===== src/rtl/netchan_payload_word_scrambler_core_defines.svh =====
// ---------------------------------------------------------------------------
// Assertion macros for the payload word scrambler.
// Shared property shapes used by the top level of the block.
// ---------------------------------------------------------------------------
`ifndef NETCHAN_PAYLOAD_WORD_SCRAMBLER_CORE_DEFINES_SVH
`define NETCHAN_PAYLOAD_WORD_SCRAMBLER_CORE_DEFINES_SVH

// The consequent must hold in the same cycle as the antecedent.
`define NPWS_ASSERT_SAME(label, clk, rst, ante, cons, msg) \
   label: assert property (@(posedge clk) disable iff (rst) (ante) |-> (cons)) \
      else $error(msg);

// The consequent must hold in the cycle after the antecedent.
`define NPWS_ASSERT_NEXT(label, clk, rst, ante, cons, msg) \
   label: assert property (@(posedge clk) disable iff (rst) (ante) |=> (cons)) \
      else $error(msg);

`endif


===== src/rtl/npws_pkg.sv =====
// ---------------------------------------------------------------------------
// Payload word scrambler package
// Shared types, the byte mask table and the word scrambling functions.
// ---------------------------------------------------------------------------
package npws_pkg;

   localparam int QUEUE_DEPTH = 4;
   localparam int QUEUE_AW    = $clog2(QUEUE_DEPTH);

   localparam logic [7:0] MASK_BASE = 8'hA5;

   localparam logic [7:0] MASK_TABLE [16] = '{
      8'h05, 8'h61, 8'h7a, 8'hed, 8'h1b, 8'hca, 8'h0d, 8'h9b,
      8'h4a, 8'hf1, 8'h64, 8'hc7, 8'hb5, 8'h8e, 8'hdf, 8'ha0
   };

   // One group of up to four output bytes, little-endian in the word.
   typedef struct packed {
      logic [31:0] word;
      logic [1:0]  last_idx;
      logic        last;
   } group_type;

   typedef struct packed {
      logic full;
      logic empty;
   } queue_status_type;

   function automatic logic [31:0] swap_bytes(input logic [31:0] v);
      return {v[7:0], v[15:8], v[23:16], v[31:24]};
   endfunction

   function automatic logic [31:0] word_mask(input logic [3:0] wc);
      logic [31:0] m;
      logic [3:0]  ti;
      m  = '0;
      ti = '0;
      for (int i = 0; i < 4; i++) begin
         ti = wc + 4'(i);
         m[i*8 +: 8] = MASK_BASE | 8'(i << i) | 8'(i) | MASK_TABLE[ti];
      end
      return m;
   endfunction

   function automatic logic [31:0] scramble(input logic [31:0] v, input logic [7:0] key,
                                            input logic [3:0] wc, input logic enc);
      logic [31:0] k;
      logic [31:0] nk;
      logic [31:0] m;
      k  = {24'h000000, key};
      nk = ~k;
      m  = word_mask(wc);
      if (enc) begin
         return swap_bytes(v ^ nk) ^ m ^ k;
      end else begin
         return swap_bytes(v ^ k ^ m) ^ nk;
      end
   endfunction

endpackage


===== src/rtl/npws_front.sv =====
// ---------------------------------------------------------------------------
// Payload word scrambler front end
// Accepts payload bytes into four-byte groups; scrambles full groups only.
// ---------------------------------------------------------------------------
module npws_front (
   input  logic                        clock,
   input  logic                        reset,
   input  logic                        req_valid,
   output logic                        req_ready,
   input  logic [7:0]                  req_data_byte,
   input  logic [7:0]                  req_seq_key,
   input  logic                        req_last_byte,
   input  logic                        csr_valid,
   input  logic                        csr_ready,
   input  logic                        csr_encode_mode,
   input  npws_pkg::queue_status_type  q_status,
   output logic                        push,
   output npws_pkg::group_type         push_entry
);

   logic [7:0] hold_ff [3];
   logic [7:0] hold_in [3];
   logic [1:0] hold_count_ff, hold_count_in;
   logic [3:0] word_count_ff, word_count_in;
   logic [7:0] key_ff, key_in;
   logic       in_packet_ff, in_packet_in;
   logic       encode_ff, encode_in;
   logic       accept;
   logic [7:0] key_eff;
   logic [31:0] pass_word;

   assign req_ready = !q_status.full;
   assign accept    = req_valid && req_ready;

   always_comb begin
      hold_in       = hold_ff;
      hold_count_in = hold_count_ff;
      word_count_in = word_count_ff;
      key_in        = key_ff;
      in_packet_in  = in_packet_ff;
      encode_in     = encode_ff;
      push          = 1'b0;
      push_entry    = '0;
      key_eff       = in_packet_ff ? key_ff : req_seq_key;
      pass_word     = {req_data_byte, hold_ff[2], hold_ff[1], hold_ff[0]};
      pass_word[{hold_count_ff, 3'b000} +: 8] = req_data_byte;

      if (csr_valid && csr_ready) begin
         encode_in = csr_encode_mode;
      end

      if (accept) begin
         key_in       = key_eff;
         in_packet_in = 1'b1;
         if (hold_count_ff == 2'd3) begin
            push                = 1'b1;
            push_entry.word     = npws_pkg::scramble(pass_word, key_eff, word_count_ff,
                                                     encode_ff);
            push_entry.last_idx = 2'd3;
            push_entry.last     = req_last_byte;
            hold_count_in       = 2'd0;
            word_count_in       = word_count_ff + 4'd1;
         end else if (req_last_byte) begin
            push                = 1'b1;
            push_entry.word     = pass_word;
            push_entry.last_idx = hold_count_ff;
            push_entry.last     = 1'b1;
         end else begin
            hold_in[hold_count_ff] = req_data_byte;
            hold_count_in          = hold_count_ff + 2'd1;
         end
         if (req_last_byte) begin
            hold_count_in = 2'd0;
            word_count_in = 4'd0;
            in_packet_in  = 1'b0;
         end
      end
   end

   always_ff @(posedge clock) begin
      hold_ff <= hold_in;
      key_ff  <= key_in;
      if (reset) begin
         hold_count_ff <= 2'd0;
         word_count_ff <= 4'd0;
         in_packet_ff  <= 1'b0;
         encode_ff     <= 1'b1;
      end else begin
         hold_count_ff <= hold_count_in;
         word_count_ff <= word_count_in;
         in_packet_ff  <= in_packet_in;
         encode_ff     <= encode_in;
      end
   end

endmodule


===== src/rtl/npws_queue.sv =====
// ---------------------------------------------------------------------------
// Payload word scrambler group queue
// A short first-in first-out queue of byte groups between front and back.
// ---------------------------------------------------------------------------
module npws_queue (
   input  logic                        clock,
   input  logic                        reset,
   input  logic                        push,
   input  npws_pkg::group_type         push_entry,
   input  logic                        pop,
   output npws_pkg::group_type         head,
   output npws_pkg::queue_status_type  q_status
);

   npws_pkg::group_type entries_ff [npws_pkg::QUEUE_DEPTH];
   logic [npws_pkg::QUEUE_AW-1:0] wr_ptr_ff, wr_ptr_in;
   logic [npws_pkg::QUEUE_AW-1:0] rd_ptr_ff, rd_ptr_in;
   logic [npws_pkg::QUEUE_AW:0]   count_ff, count_in;

   assign head           = entries_ff[rd_ptr_ff];
   assign q_status.full  = (count_ff == (npws_pkg::QUEUE_AW+1)'(npws_pkg::QUEUE_DEPTH));
   assign q_status.empty = (count_ff == '0);

   always_comb begin
      wr_ptr_in = push ? wr_ptr_ff + 1'b1 : wr_ptr_ff;
      rd_ptr_in = pop ? rd_ptr_ff + 1'b1 : rd_ptr_ff;
      count_in  = count_ff;
      if (push && !pop) begin
         count_in = count_ff + 1'b1;
      end else if (pop && !push) begin
         count_in = count_ff - 1'b1;
      end
   end

   always_ff @(posedge clock) begin
      if (push) begin
         entries_ff[wr_ptr_ff] <= push_entry;
      end
      if (reset) begin
         wr_ptr_ff <= '0;
         rd_ptr_ff <= '0;
         count_ff  <= '0;
      end else begin
         wr_ptr_ff <= wr_ptr_in;
         rd_ptr_ff <= rd_ptr_in;
         count_ff  <= count_in;
      end
   end

endmodule


===== src/rtl/npws_back.sv =====
// ---------------------------------------------------------------------------
// Payload word scrambler back end
// Unpacks queued groups into single output bytes behind an output register.
// ---------------------------------------------------------------------------
module npws_back (
   input  logic                        clock,
   input  logic                        reset,
   input  npws_pkg::group_type         head,
   input  npws_pkg::queue_status_type  q_status,
   output logic                        pop,
   output logic                        rsp_valid,
   input  logic                        rsp_ready,
   output logic [7:0]                  rsp_out_byte,
   output logic                        rsp_out_last
);

   logic [1:0] idx_ff, idx_in;
   logic       rsp_valid_ff, rsp_valid_in;
   logic [7:0] rsp_byte_ff, rsp_byte_in;
   logic       rsp_last_ff, rsp_last_in;
   logic       advance;
   logic       at_end;

   assign advance = !q_status.empty && (!rsp_valid_ff || rsp_ready);
   assign at_end  = (idx_ff == head.last_idx);
   assign pop     = advance && at_end;

   always_comb begin
      idx_in       = idx_ff;
      rsp_valid_in = rsp_valid_ff;
      rsp_byte_in  = rsp_byte_ff;
      rsp_last_in  = rsp_last_ff;
      if (advance) begin
         rsp_valid_in = 1'b1;
         rsp_byte_in  = head.word[{idx_ff, 3'b000} +: 8];
         rsp_last_in  = head.last && at_end;
         idx_in       = at_end ? 2'd0 : idx_ff + 2'd1;
      end else if (rsp_ready) begin
         rsp_valid_in = 1'b0;
      end
   end

   always_ff @(posedge clock) begin
      rsp_byte_ff <= rsp_byte_in;
      rsp_last_ff <= rsp_last_in;
      if (reset) begin
         idx_ff       <= 2'd0;
         rsp_valid_ff <= 1'b0;
      end else begin
         idx_ff       <= idx_in;
         rsp_valid_ff <= rsp_valid_in;
      end
   end

   assign rsp_valid    = rsp_valid_ff;
   assign rsp_out_byte = rsp_byte_ff;
   assign rsp_out_last = rsp_last_ff;

endmodule


===== src/rtl/netchan_payload_word_scrambler_core.sv =====
// Path: a byte that completes a group or ends a packet writes the group into the queue; the
// group's first byte then enters the output register; the rest follow one per cycle unless stalled.
// Throughput: one input byte per cycle unless the queue is full and one output byte per cycle
// unless rsp_ready stalls it, set by the back end; a four-group queue absorbs bursts.
// Reset: synchronous, active high; clears the queue, the counters and the packet state,
// and sets the encode mode to 1.
// ---------------------------------------------------------------------------
// Payload word scrambler core
// Scrambles or unscrambles packet payload bytes in full little-endian four-byte words.
// ---------------------------------------------------------------------------
`include "netchan_payload_word_scrambler_core_defines.svh"

module netchan_payload_word_scrambler_core (
   input  logic       clock,
   input  logic       reset,
   input  logic       req_valid,
   output logic       req_ready,
   input  logic [7:0] req_data_byte,
   input  logic [7:0] req_seq_key,
   input  logic       req_last_byte,
   output logic       rsp_valid,
   input  logic       rsp_ready,
   output logic [7:0] rsp_out_byte,
   output logic       rsp_out_last,
   input  logic       csr_valid,
   output logic       csr_ready,
   input  logic       csr_encode_mode
);

   npws_pkg::queue_status_type q_status;
   npws_pkg::group_type        push_entry;
   npws_pkg::group_type        head;
   logic                       push;
   logic                       pop;

   assign csr_ready = 1'b1;

   npws_front u_front (
      .clock           (clock),
      .reset           (reset),
      .req_valid       (req_valid),
      .req_ready       (req_ready),
      .req_data_byte   (req_data_byte),
      .req_seq_key     (req_seq_key),
      .req_last_byte   (req_last_byte),
      .csr_valid       (csr_valid),
      .csr_ready       (csr_ready),
      .csr_encode_mode (csr_encode_mode),
      .q_status        (q_status),
      .push            (push),
      .push_entry      (push_entry)
   );

   npws_queue u_queue (
      .clock      (clock),
      .reset      (reset),
      .push       (push),
      .push_entry (push_entry),
      .pop        (pop),
      .head       (head),
      .q_status   (q_status)
   );

   npws_back u_back (
      .clock        (clock),
      .reset        (reset),
      .head         (head),
      .q_status     (q_status),
      .pop          (pop),
      .rsp_valid    (rsp_valid),
      .rsp_ready    (rsp_ready),
      .rsp_out_byte (rsp_out_byte),
      .rsp_out_last (rsp_out_last)
   );

   `NPWS_ASSERT_SAME(a_no_push_when_full, clock, reset, push, !q_status.full, "Group pushed into a full queue.")
   `NPWS_ASSERT_SAME(a_no_pop_when_empty, clock, reset, pop, !q_status.empty, "Group popped from an empty queue.")
   `NPWS_ASSERT_NEXT(a_back_drains, clock, reset, !q_status.empty && !rsp_valid, rsp_valid, "Queued group not moved to the output register.")

endmodule

===== config.mk =====
export PLATFORM = sky130hd
export DESIGN_NAME = netchan_payload_word_scrambler_core
export DESIGN_NICKNAME = d
export VERILOG_FILES = /design/src/rtl/npws_pkg.sv /design/src/rtl/npws_front.sv /design/src/rtl/npws_queue.sv /design/src/rtl/npws_back.sv /design/src/rtl/netchan_payload_word_scrambler_core.sv
export VERILOG_INCLUDE_DIRS = /design/src /design/src/rtl
export SDC_FILE = /design/constraint.sdc
export NUM_CORES = 1
export LEC_CHECK = 0
export BUFFER_PORTS_ARGS = -buffer_cell sky130_fd_sc_hd__buf_2
export CORE_MARGIN = 1
export CORE_UTILIZATION = 62
export CTS_CLUSTER_SIZE = 12
export DETAILED_ROUTE_END_ITERATION = 10
export PLACE_DENSITY = 0.85
export SLEW_MARGIN = 20
export SYNTH_ARGS = -nofsm -noshare
export SYNTH_HDL_FRONTEND = slang
export SYNTH_SLANG_ARGS = --single-unit

===== constraint.sdc =====
create_clock -name clock -period 2.8 [get_ports clock]
set_input_delay 0.56 -clock clock [delete_from_list [all_inputs] [get_ports clock]]
set_output_delay 0.56 -clock clock [all_outputs]
set_load 0.01 [all_outputs]

==> results of run 1 <==
sequential cells by signal (all words and copies together) (netlist names), named ones only:
signal and count:
u_queue.entries_ff 140, u_front.hold_ff 24, u_back.rsp_out_byte 8, u_front.key_ff 8, u_front.word_count_ff 4, u_queue.count_ff 3
u_back.idx_ff 2, u_front.hold_count_ff 2, u_queue.rd_ptr_ff 2, u_queue.wr_ptr_ff 2, u_back.rsp_out_last 1, u_back.rsp_valid 1
u_front.encode_ff 1, u_front.in_packet_ff 1
logic make-up (layout without fill, tap and decap cells):
family,Yosys count,after routing,synth area share
buffers and inverters,64,125,0.0331
muxes,67,67,0.126
adders and majority gates,22,22,0.0300
xor gates and xnor gates,36,36,0.0359
AOI/OAI and AO/OA,98,98,0.0695
other,1,1,0.000398
DFF,201,201,0.620
and+or+nand+nor,171,171,0.0854
final cells by class:
type / instances / share of cell area
sequential: 201 / 0.558
clock buffer: 30 / 0.0551
timing repair buffer: 64 / 0.0380
multi-input combinational: 395 / 0.315
tap: 184 / 0.0220
clock inverter: 4 / 0.00203
inverter: 27 / 0.00968
stage by stage:
stage           util  power, W  setup slack, ns  hold slack (ns)
2_1_floorplan      -   0.00514            0.246            0.466
3_3_place_gp   0.669   0.00555            0.337            0.463
3_5_place_dp   0.669   0.00562           0.0814            0.481
4_1_cts        0.710   0.00807           0.0594            0.277
5_1_grt        0.712   0.00838          -0.0462            0.290
6_report       0.712   0.00806            0.112            0.279
cells in the final DEF, fill, tap and decap left out, types with 3 or more instances in the layout:
cell	synthesis	layout
nor2b_1	7	7
or3_1	6	6
mux4_2	41	41
buf_2	14	33
a211oi_1	8	7
nand2b_1	3	3
and2_1	7	7
nand2_1	31	31
o21ai_0	9	9
mux2i_1	23	22
inv_1	23	23
nor2_1	74	74
nand3_1	7	7
nor3_1	9	9
buf_4	4	31
nor3b_1	3	3
edfxtp_1	181	181
clkbuf_1	9	6
ha_1	21	20
clkbuf_16	0	21
clkinv_1	1	3
dfxtp_1	20	18
nand4_1	6	6
a22oi_1	21	21
xor2_1	8	8
inv_2	3	3
xnor2_1	26	26
and3_1	8	7
a21oi_1	33	31
o211ai_1	3	3
o21ai_1	4	4
critical path, cell delays in order, from the launching register on:
cell and delay, ns:
dfxtp_4 0.40, mux2i_2 0.25, mux2i_1 0.29, a21oi_1 0.06
o21a_2 0.24, inv_1 0.07, ha_2 0.19, inv_1 0.06
fa_1 0.37, xor2_1 0.18, or3_1 0.35, a21oi_2 0.16
power breakdown:
part           total [W]  switching (W)  internal, W  leakage [nW]
Clock            0.00246        0.00104      0.00142         0.294
Sequential       0.00377       0.000130      0.00364          1.85
Combinational    0.00183       0.000987     0.000843          1.56
Total            0.00806        0.00216      0.00590          3.70
synth_stat cells, types with 2 or more instances:
| cell | instances | share of area |
|---|---|---|
| edfxtp_1 | 181 | 0.58 |
| nor2_1 | 74 | 0.029 |
| mux4_2 | 41 | 0.098 |
| a21oi_1 | 33 | 0.018 |
| nand2_1 | 31 | 0.012 |
| xnor2_1 | 26 | 0.024 |
| inv_1 | 23 | 0.0092 |
| mux2i_1 | 23 | 0.024 |
| a22oi_1 | 21 | 0.017 |
| ha_1 | 21 | 0.028 |
| dfxtp_1 | 20 | 0.043 |
| buf_2 | 14 | 0.0074 |
| clkbuf_1 | 9 | 0.0036 |
| nor3_1 | 9 | 0.0048 |
| o21ai_0 | 9 | 0.0048 |
| a211oi_1 | 8 | 0.0064 |
| and3_1 | 8 | 0.0053 |
| xor2_1 | 8 | 0.0074 |
| and2_1 | 7 | 0.0046 |
| nand3_1 | 7 | 0.0037 |
| nor2b_1 | 7 | 0.0046 |
| nand4_1 | 6 | 0.0040 |
| or3_1 | 6 | 0.0040 |
| buf_6 | 5 | 0.0060 |
| buf_1 | 4 | 0.0016 |
| buf_4 | 4 | 0.0032 |
| o21ai_1 | 4 | 0.0021 |
| inv_2 | 3 | 0.0012 |
| nand2b_1 | 3 | 0.0020 |
| nor3b_1 | 3 | 0.0024 |
| o211ai_1 | 3 | 0.0024 |
| a211o_1 | 2 | 0.0019 |
| and4_1 | 2 | 0.0019 |
| mux2_2 | 2 | 0.0024 |
| nand3b_1 | 2 | 0.0016 |
| o22ai_1 | 2 | 0.0013 |
metal layers:
| layer | up-vias | global-route usage | part of all wire |
|---|---|---|---|
| li1 | 2593 | - | - |
| met1 | 2838 | 0.346 | 0.40 |
| met2 | 280 | 0.438 | 0.50 |
| met3 | 55 | 0.0355 | 0.064 |
| met4 | 0 | 0.133 | 0.040 |
| met5 | - | 0 | 0 |
worst paths after layout:
path | slack, ns | endpoint | cells after the start | start
setup / recovery | 0.11 | u_queue.count_ff[2]$_SDFFE_PP0P_ | 11 | register
hold / removal | 0.28 | u_front.encode_ff$_SDFFE_PP1P_ | 2 | csr_valid
setup reg to reg | 0.11 | u_queue.count_ff[2]$_SDFFE_PP0P_ | 11 | register
hold reg to reg | 0.48 | u_back.rsp_valid$_SDFFE_PP0P_ | 2 | u_back.rsp_valid$_SDFFE_PP0P_
repair_timing:
action | CTS | global route
hold buffers | 0 | 0
setup endpoints to repair | 0 | 13
setup buffers | 0 | 1
gates resized for setup | 0 | 7
==> flow_summary.ini, run 1 <==
[clocking]
numClockSinks = 201
path_clk_slew_ns = 0.06
cts_tree = yes
h-tree-depth = 1
root_buffer = clkbuf_16
clock_latency_ns = 0.49
cts_max_path_buffers = 3
cts_inserted_buffers = 21

[layout]
drive_gt1_frac = 0.214
nets = 755
n_fill_cell = 888
area_growth_pct = 11.1
final_cells = 905
register_area_sq_um = 5840
design_area_sq_um = 10500
multiInputGateArea_sq_um = 3300
antenna_cells = 0

[placement]
place_area_sq_um = 9830
place_inst = 870
place.gp.congestion = 0.894
io_buffer_count = 33
dp_hpwl_mm = 12.8

[synth]
ys_seq_elements = 201
synth_cell_types = 65
ys_warn_count = 0
synthFlopType = edfxtp_1
synthCells = 660
postSynthAreaPerCell_sq_um = 14.3
synthesis.area_sq_um = 9420
synth_edf_count = 181
synth-async-reset-ratio = 0
synth-seq-area-share = 0.620
syn_nets = 705

[sta]
fmax_mhz = 372
fin_setup_tns_ns = 0
finalSetupViolCount = 0
finalCritPeriodShare = 0.960
drv_slew = 0
worst_slew_pin_slew_ns = 0.710
maxSlewHeadroom = 0.524
hold_viol = 0
skew_ns = 0.00880
fin_crit_ns = 2.69

[route]
num_vias = 5766
drt_wl_total_mm = 20.1
vias_per_cell = 6.37
routedWlPerCell_um = 22.2
drc = 2
dr.pass1.iters = 10
drt_iter0_markers = 659
antenna_left = 0

[die]
die_h_um = 125
core-area_sq_um = 14700
start_util = 0.641
die_x_um = 125
ios = 35
row_count = 44
dieArea_sq_um = 15700

[global_routing]
antenna_found_initial = 0
grt_pass1_vias = 5982
grt_start_max_net_pins = 36
grt_usage = 0.264
grt_overflow = 0
grt_first_pass_wirelength_mm = 31.5

[worst_setup_path]
cp-end-kind = register
crit_arrival_ns = 3.11
critPathKind = reg2reg
crit_fanout = 8
worstPathRequired_ns = 3.22
critPathLaunchType = register

[pwr]
cellPowerDensity_nw_per_um2 = 770
power_leakage_nw = 3.70
vdd_drop_max_uv = 587

[hold_path]
hold_path_class = in2reg

[outcome]
violations = DRC
outcome = finished, violations left

[run]
max_cap_violations = 0
No activity file was read; power rests on OpenSTA's default activity.
==> run 2: changes to the inputs <==
--- a/config.mk
+++ b/config.mk
@@ -7,6 +7,7 @@
 export NUM_CORES = 1
 export LEC_CHECK = 0
 export BUFFER_PORTS_ARGS = -buffer_cell sky130_fd_sc_hd__buf_2
+export CORE_ASPECT_RATIO = 0.8
 export CORE_MARGIN = 1
 export CORE_UTILIZATION = 62
 export CTS_CLUSTER_SIZE = 12
==> run 2 against run 1 <==
Effect of this change:
- the run now ends clean
- flip-flop and latch count unchanged
- routed wire length up 2.1%
- first-iteration DRC count increased by 7.3%
- core utilization increased by 0.35 points
- sequential power is essentially flat
- hold slack about the same
- register-to-register slack better by 0.02 ns
- via count grew 1.0%
- global-route usage increased by 0.56 points
- clock power decreased by 3%
- critical path depth decreased by 4
- largest power group unchanged
==> flow_summary.ini, run 2 (synthesis gave the netlist of run 1 again) <==
[placement]
io_buffer_count = 33
place_inst = 866
place.gp.congestion = 0.873
dp_hpwl_mm = 13.0

[global_routing]
antenna_found_initial = 0
grt_pass1_vias = 5918
grt_first_pass_wirelength_mm = 31.9
grt_usage = 0.270
grt_start_max_net_pins = 41
grt_overflow = 0

[sta]
drv_slew = 0
hold_viol = 0
worst_slew_pin_slew_ns = 0.658
fin_crit_ns = 2.67
rsz0062_at_grt = no
fin_setup_tns_ns = 0
finalSetupViolCount = 0
maxSlewHeadroom = 0.561
skew_ns = 0.0184
fmax_mhz = 375
finalCritPeriodShare = 0.952

[route]
vias_per_cell = 6.50
num_vias = 5826
drc = 0
routedWlPerCell_um = 22.9
antenna_left = 0
drt_iter0_markers = 707
dr.pass1.iters = 6
drt_wl_total_mm = 20.5

[clocking]
cts_inserted_buffers = 21
ctsHoldBuffers = 0
root_buffer = clkbuf_16
numClockSinks = 201
cts_max_path_buffers = 3
h-tree-depth = 1
clock_latency_ns = 0.49
ctsResizeCount = 0
path_clk_slew_ns = 0.06
cts_tree = yes
cts_setup_buffers = 0

[die]
ios = 35
start_util = 0.648
dieArea_sq_um = 15700
die_h_um = 112
row_count = 39
die_x_um = 140
core-area_sq_um = 14500

[worst_setup_path]
r2r-start = u_front.word_count_ff[2]$_SDFFE_PP0P_
worstPathRequired_ns = 3.01
crit_arrival_ns = 2.88
critPathLaunch = u_front.word_count_ff[2]$_SDFFE_PP0P_
cp-end-kind = register
critPathLaunchType = register
critPathKind = reg2reg
crit_fanout = 12

[pwr]
power_leakage_nw = 3.66
vdd_drop_max_uv = 961
cellPowerDensity_nw_per_um2 = 770

[hold_path]
min-delay-start = csr_valid
hold_path_class = in2reg

[layout]
nets = 750
top_regs = u_queue.entries_ff x140, u_front.hold_ff x24
final_cells = 896
largest_reg_flops = 140
area_growth_pct = 10.5
final_common_cell = edfxtp_1
drive_gt1_frac = 0.204
antenna_cells = 0
most-common-layout-cells = edfxtp_1 (181), nor2_1 (74), mux4_2 (41)
regMostFlops = u_queue.entries_ff

[outcome]
outcome = completed

[run]
max_cap_violations = 0
## run 2: cell type report
| cell class | count | area, sq um |
|---|---|---|
| Sequential cell | 201 | 5840 |
| Fill cell | 949 | 4140 |
| Multi-Input combinational cell | 395 | 3290 |
| Clock buffer | 27 | 548 |
| Timing Repair Buffer | 59 | 373 |
| Tap cell | 184 | 230 |
| Inverter | 27 | 101 |
| Clock inverter | 3 | 15.0 |
## run 2: power by group
group,switching (W),internal [W]
Clock,0.00103,0.00136
Combinational,0.00102,0.000844
Sequential,0.000123,0.00364
Total,0.00217,0.00584
## run 2: path summary, 6_finish.rpt
kind                                                       endpoint  slack (ns)  depth (start not counted)
worst max-delay path            u_queue.entries_ff[2][25]$_DFFE_PP_        0.13                          7
worst max register to register  u_queue.entries_ff[2][25]$_DFFE_PP_        0.13                          7
worst min register to register        u_back.rsp_valid$_SDFFE_PP0P_        0.49                          2
worst min-delay path                 u_front.encode_ff$_SDFFE_PP1P_        0.28                          2
## run 2: layer usage
metal | up-vias | part of all wire | track usage
li1 | 2570 | - | -
met1 | 2892 | 0.40 | 0.369
met2 | 313 | 0.48 | 0.439
met3 | 51 | 0.093 | 0.0572
met4 | 0 | 0.024 | 0.0828
met5 | - | 0 | 0
## run 2: per-stage QoR
| step | instance area, sq um | util | total power, W | worst slack (ns) | hold WS (ns) |
|---|---|---|---|---|---|
| floorplan | 9420 | - | 0.00514 | 0.246 | 0.466 |
| global placement | 9820 | 0.675 | 0.00557 | 0.313 | 0.463 |
| detailed placement | 9820 | 0.675 | 0.00566 | 0.142 | 0.479 |
| CTS | 10400 | 0.714 | 0.00803 | 0.132 | 0.268 |
| global route | 10400 | 0.715 | 0.00834 | 0.00447 | 0.273 |
| finish | 10400 | 0.715 | 0.00801 | 0.134 | 0.280 |
## run 2: critical path: stages (launching register included)
cell,delay [ns]
dfxtp_1,0.55
ha_1,0.34
xor2_2,0.28
a21oi_1,0.11
o21ai_1,0.22
nand3_1,0.12
mux2_1,0.33
a21oi_1,0.44
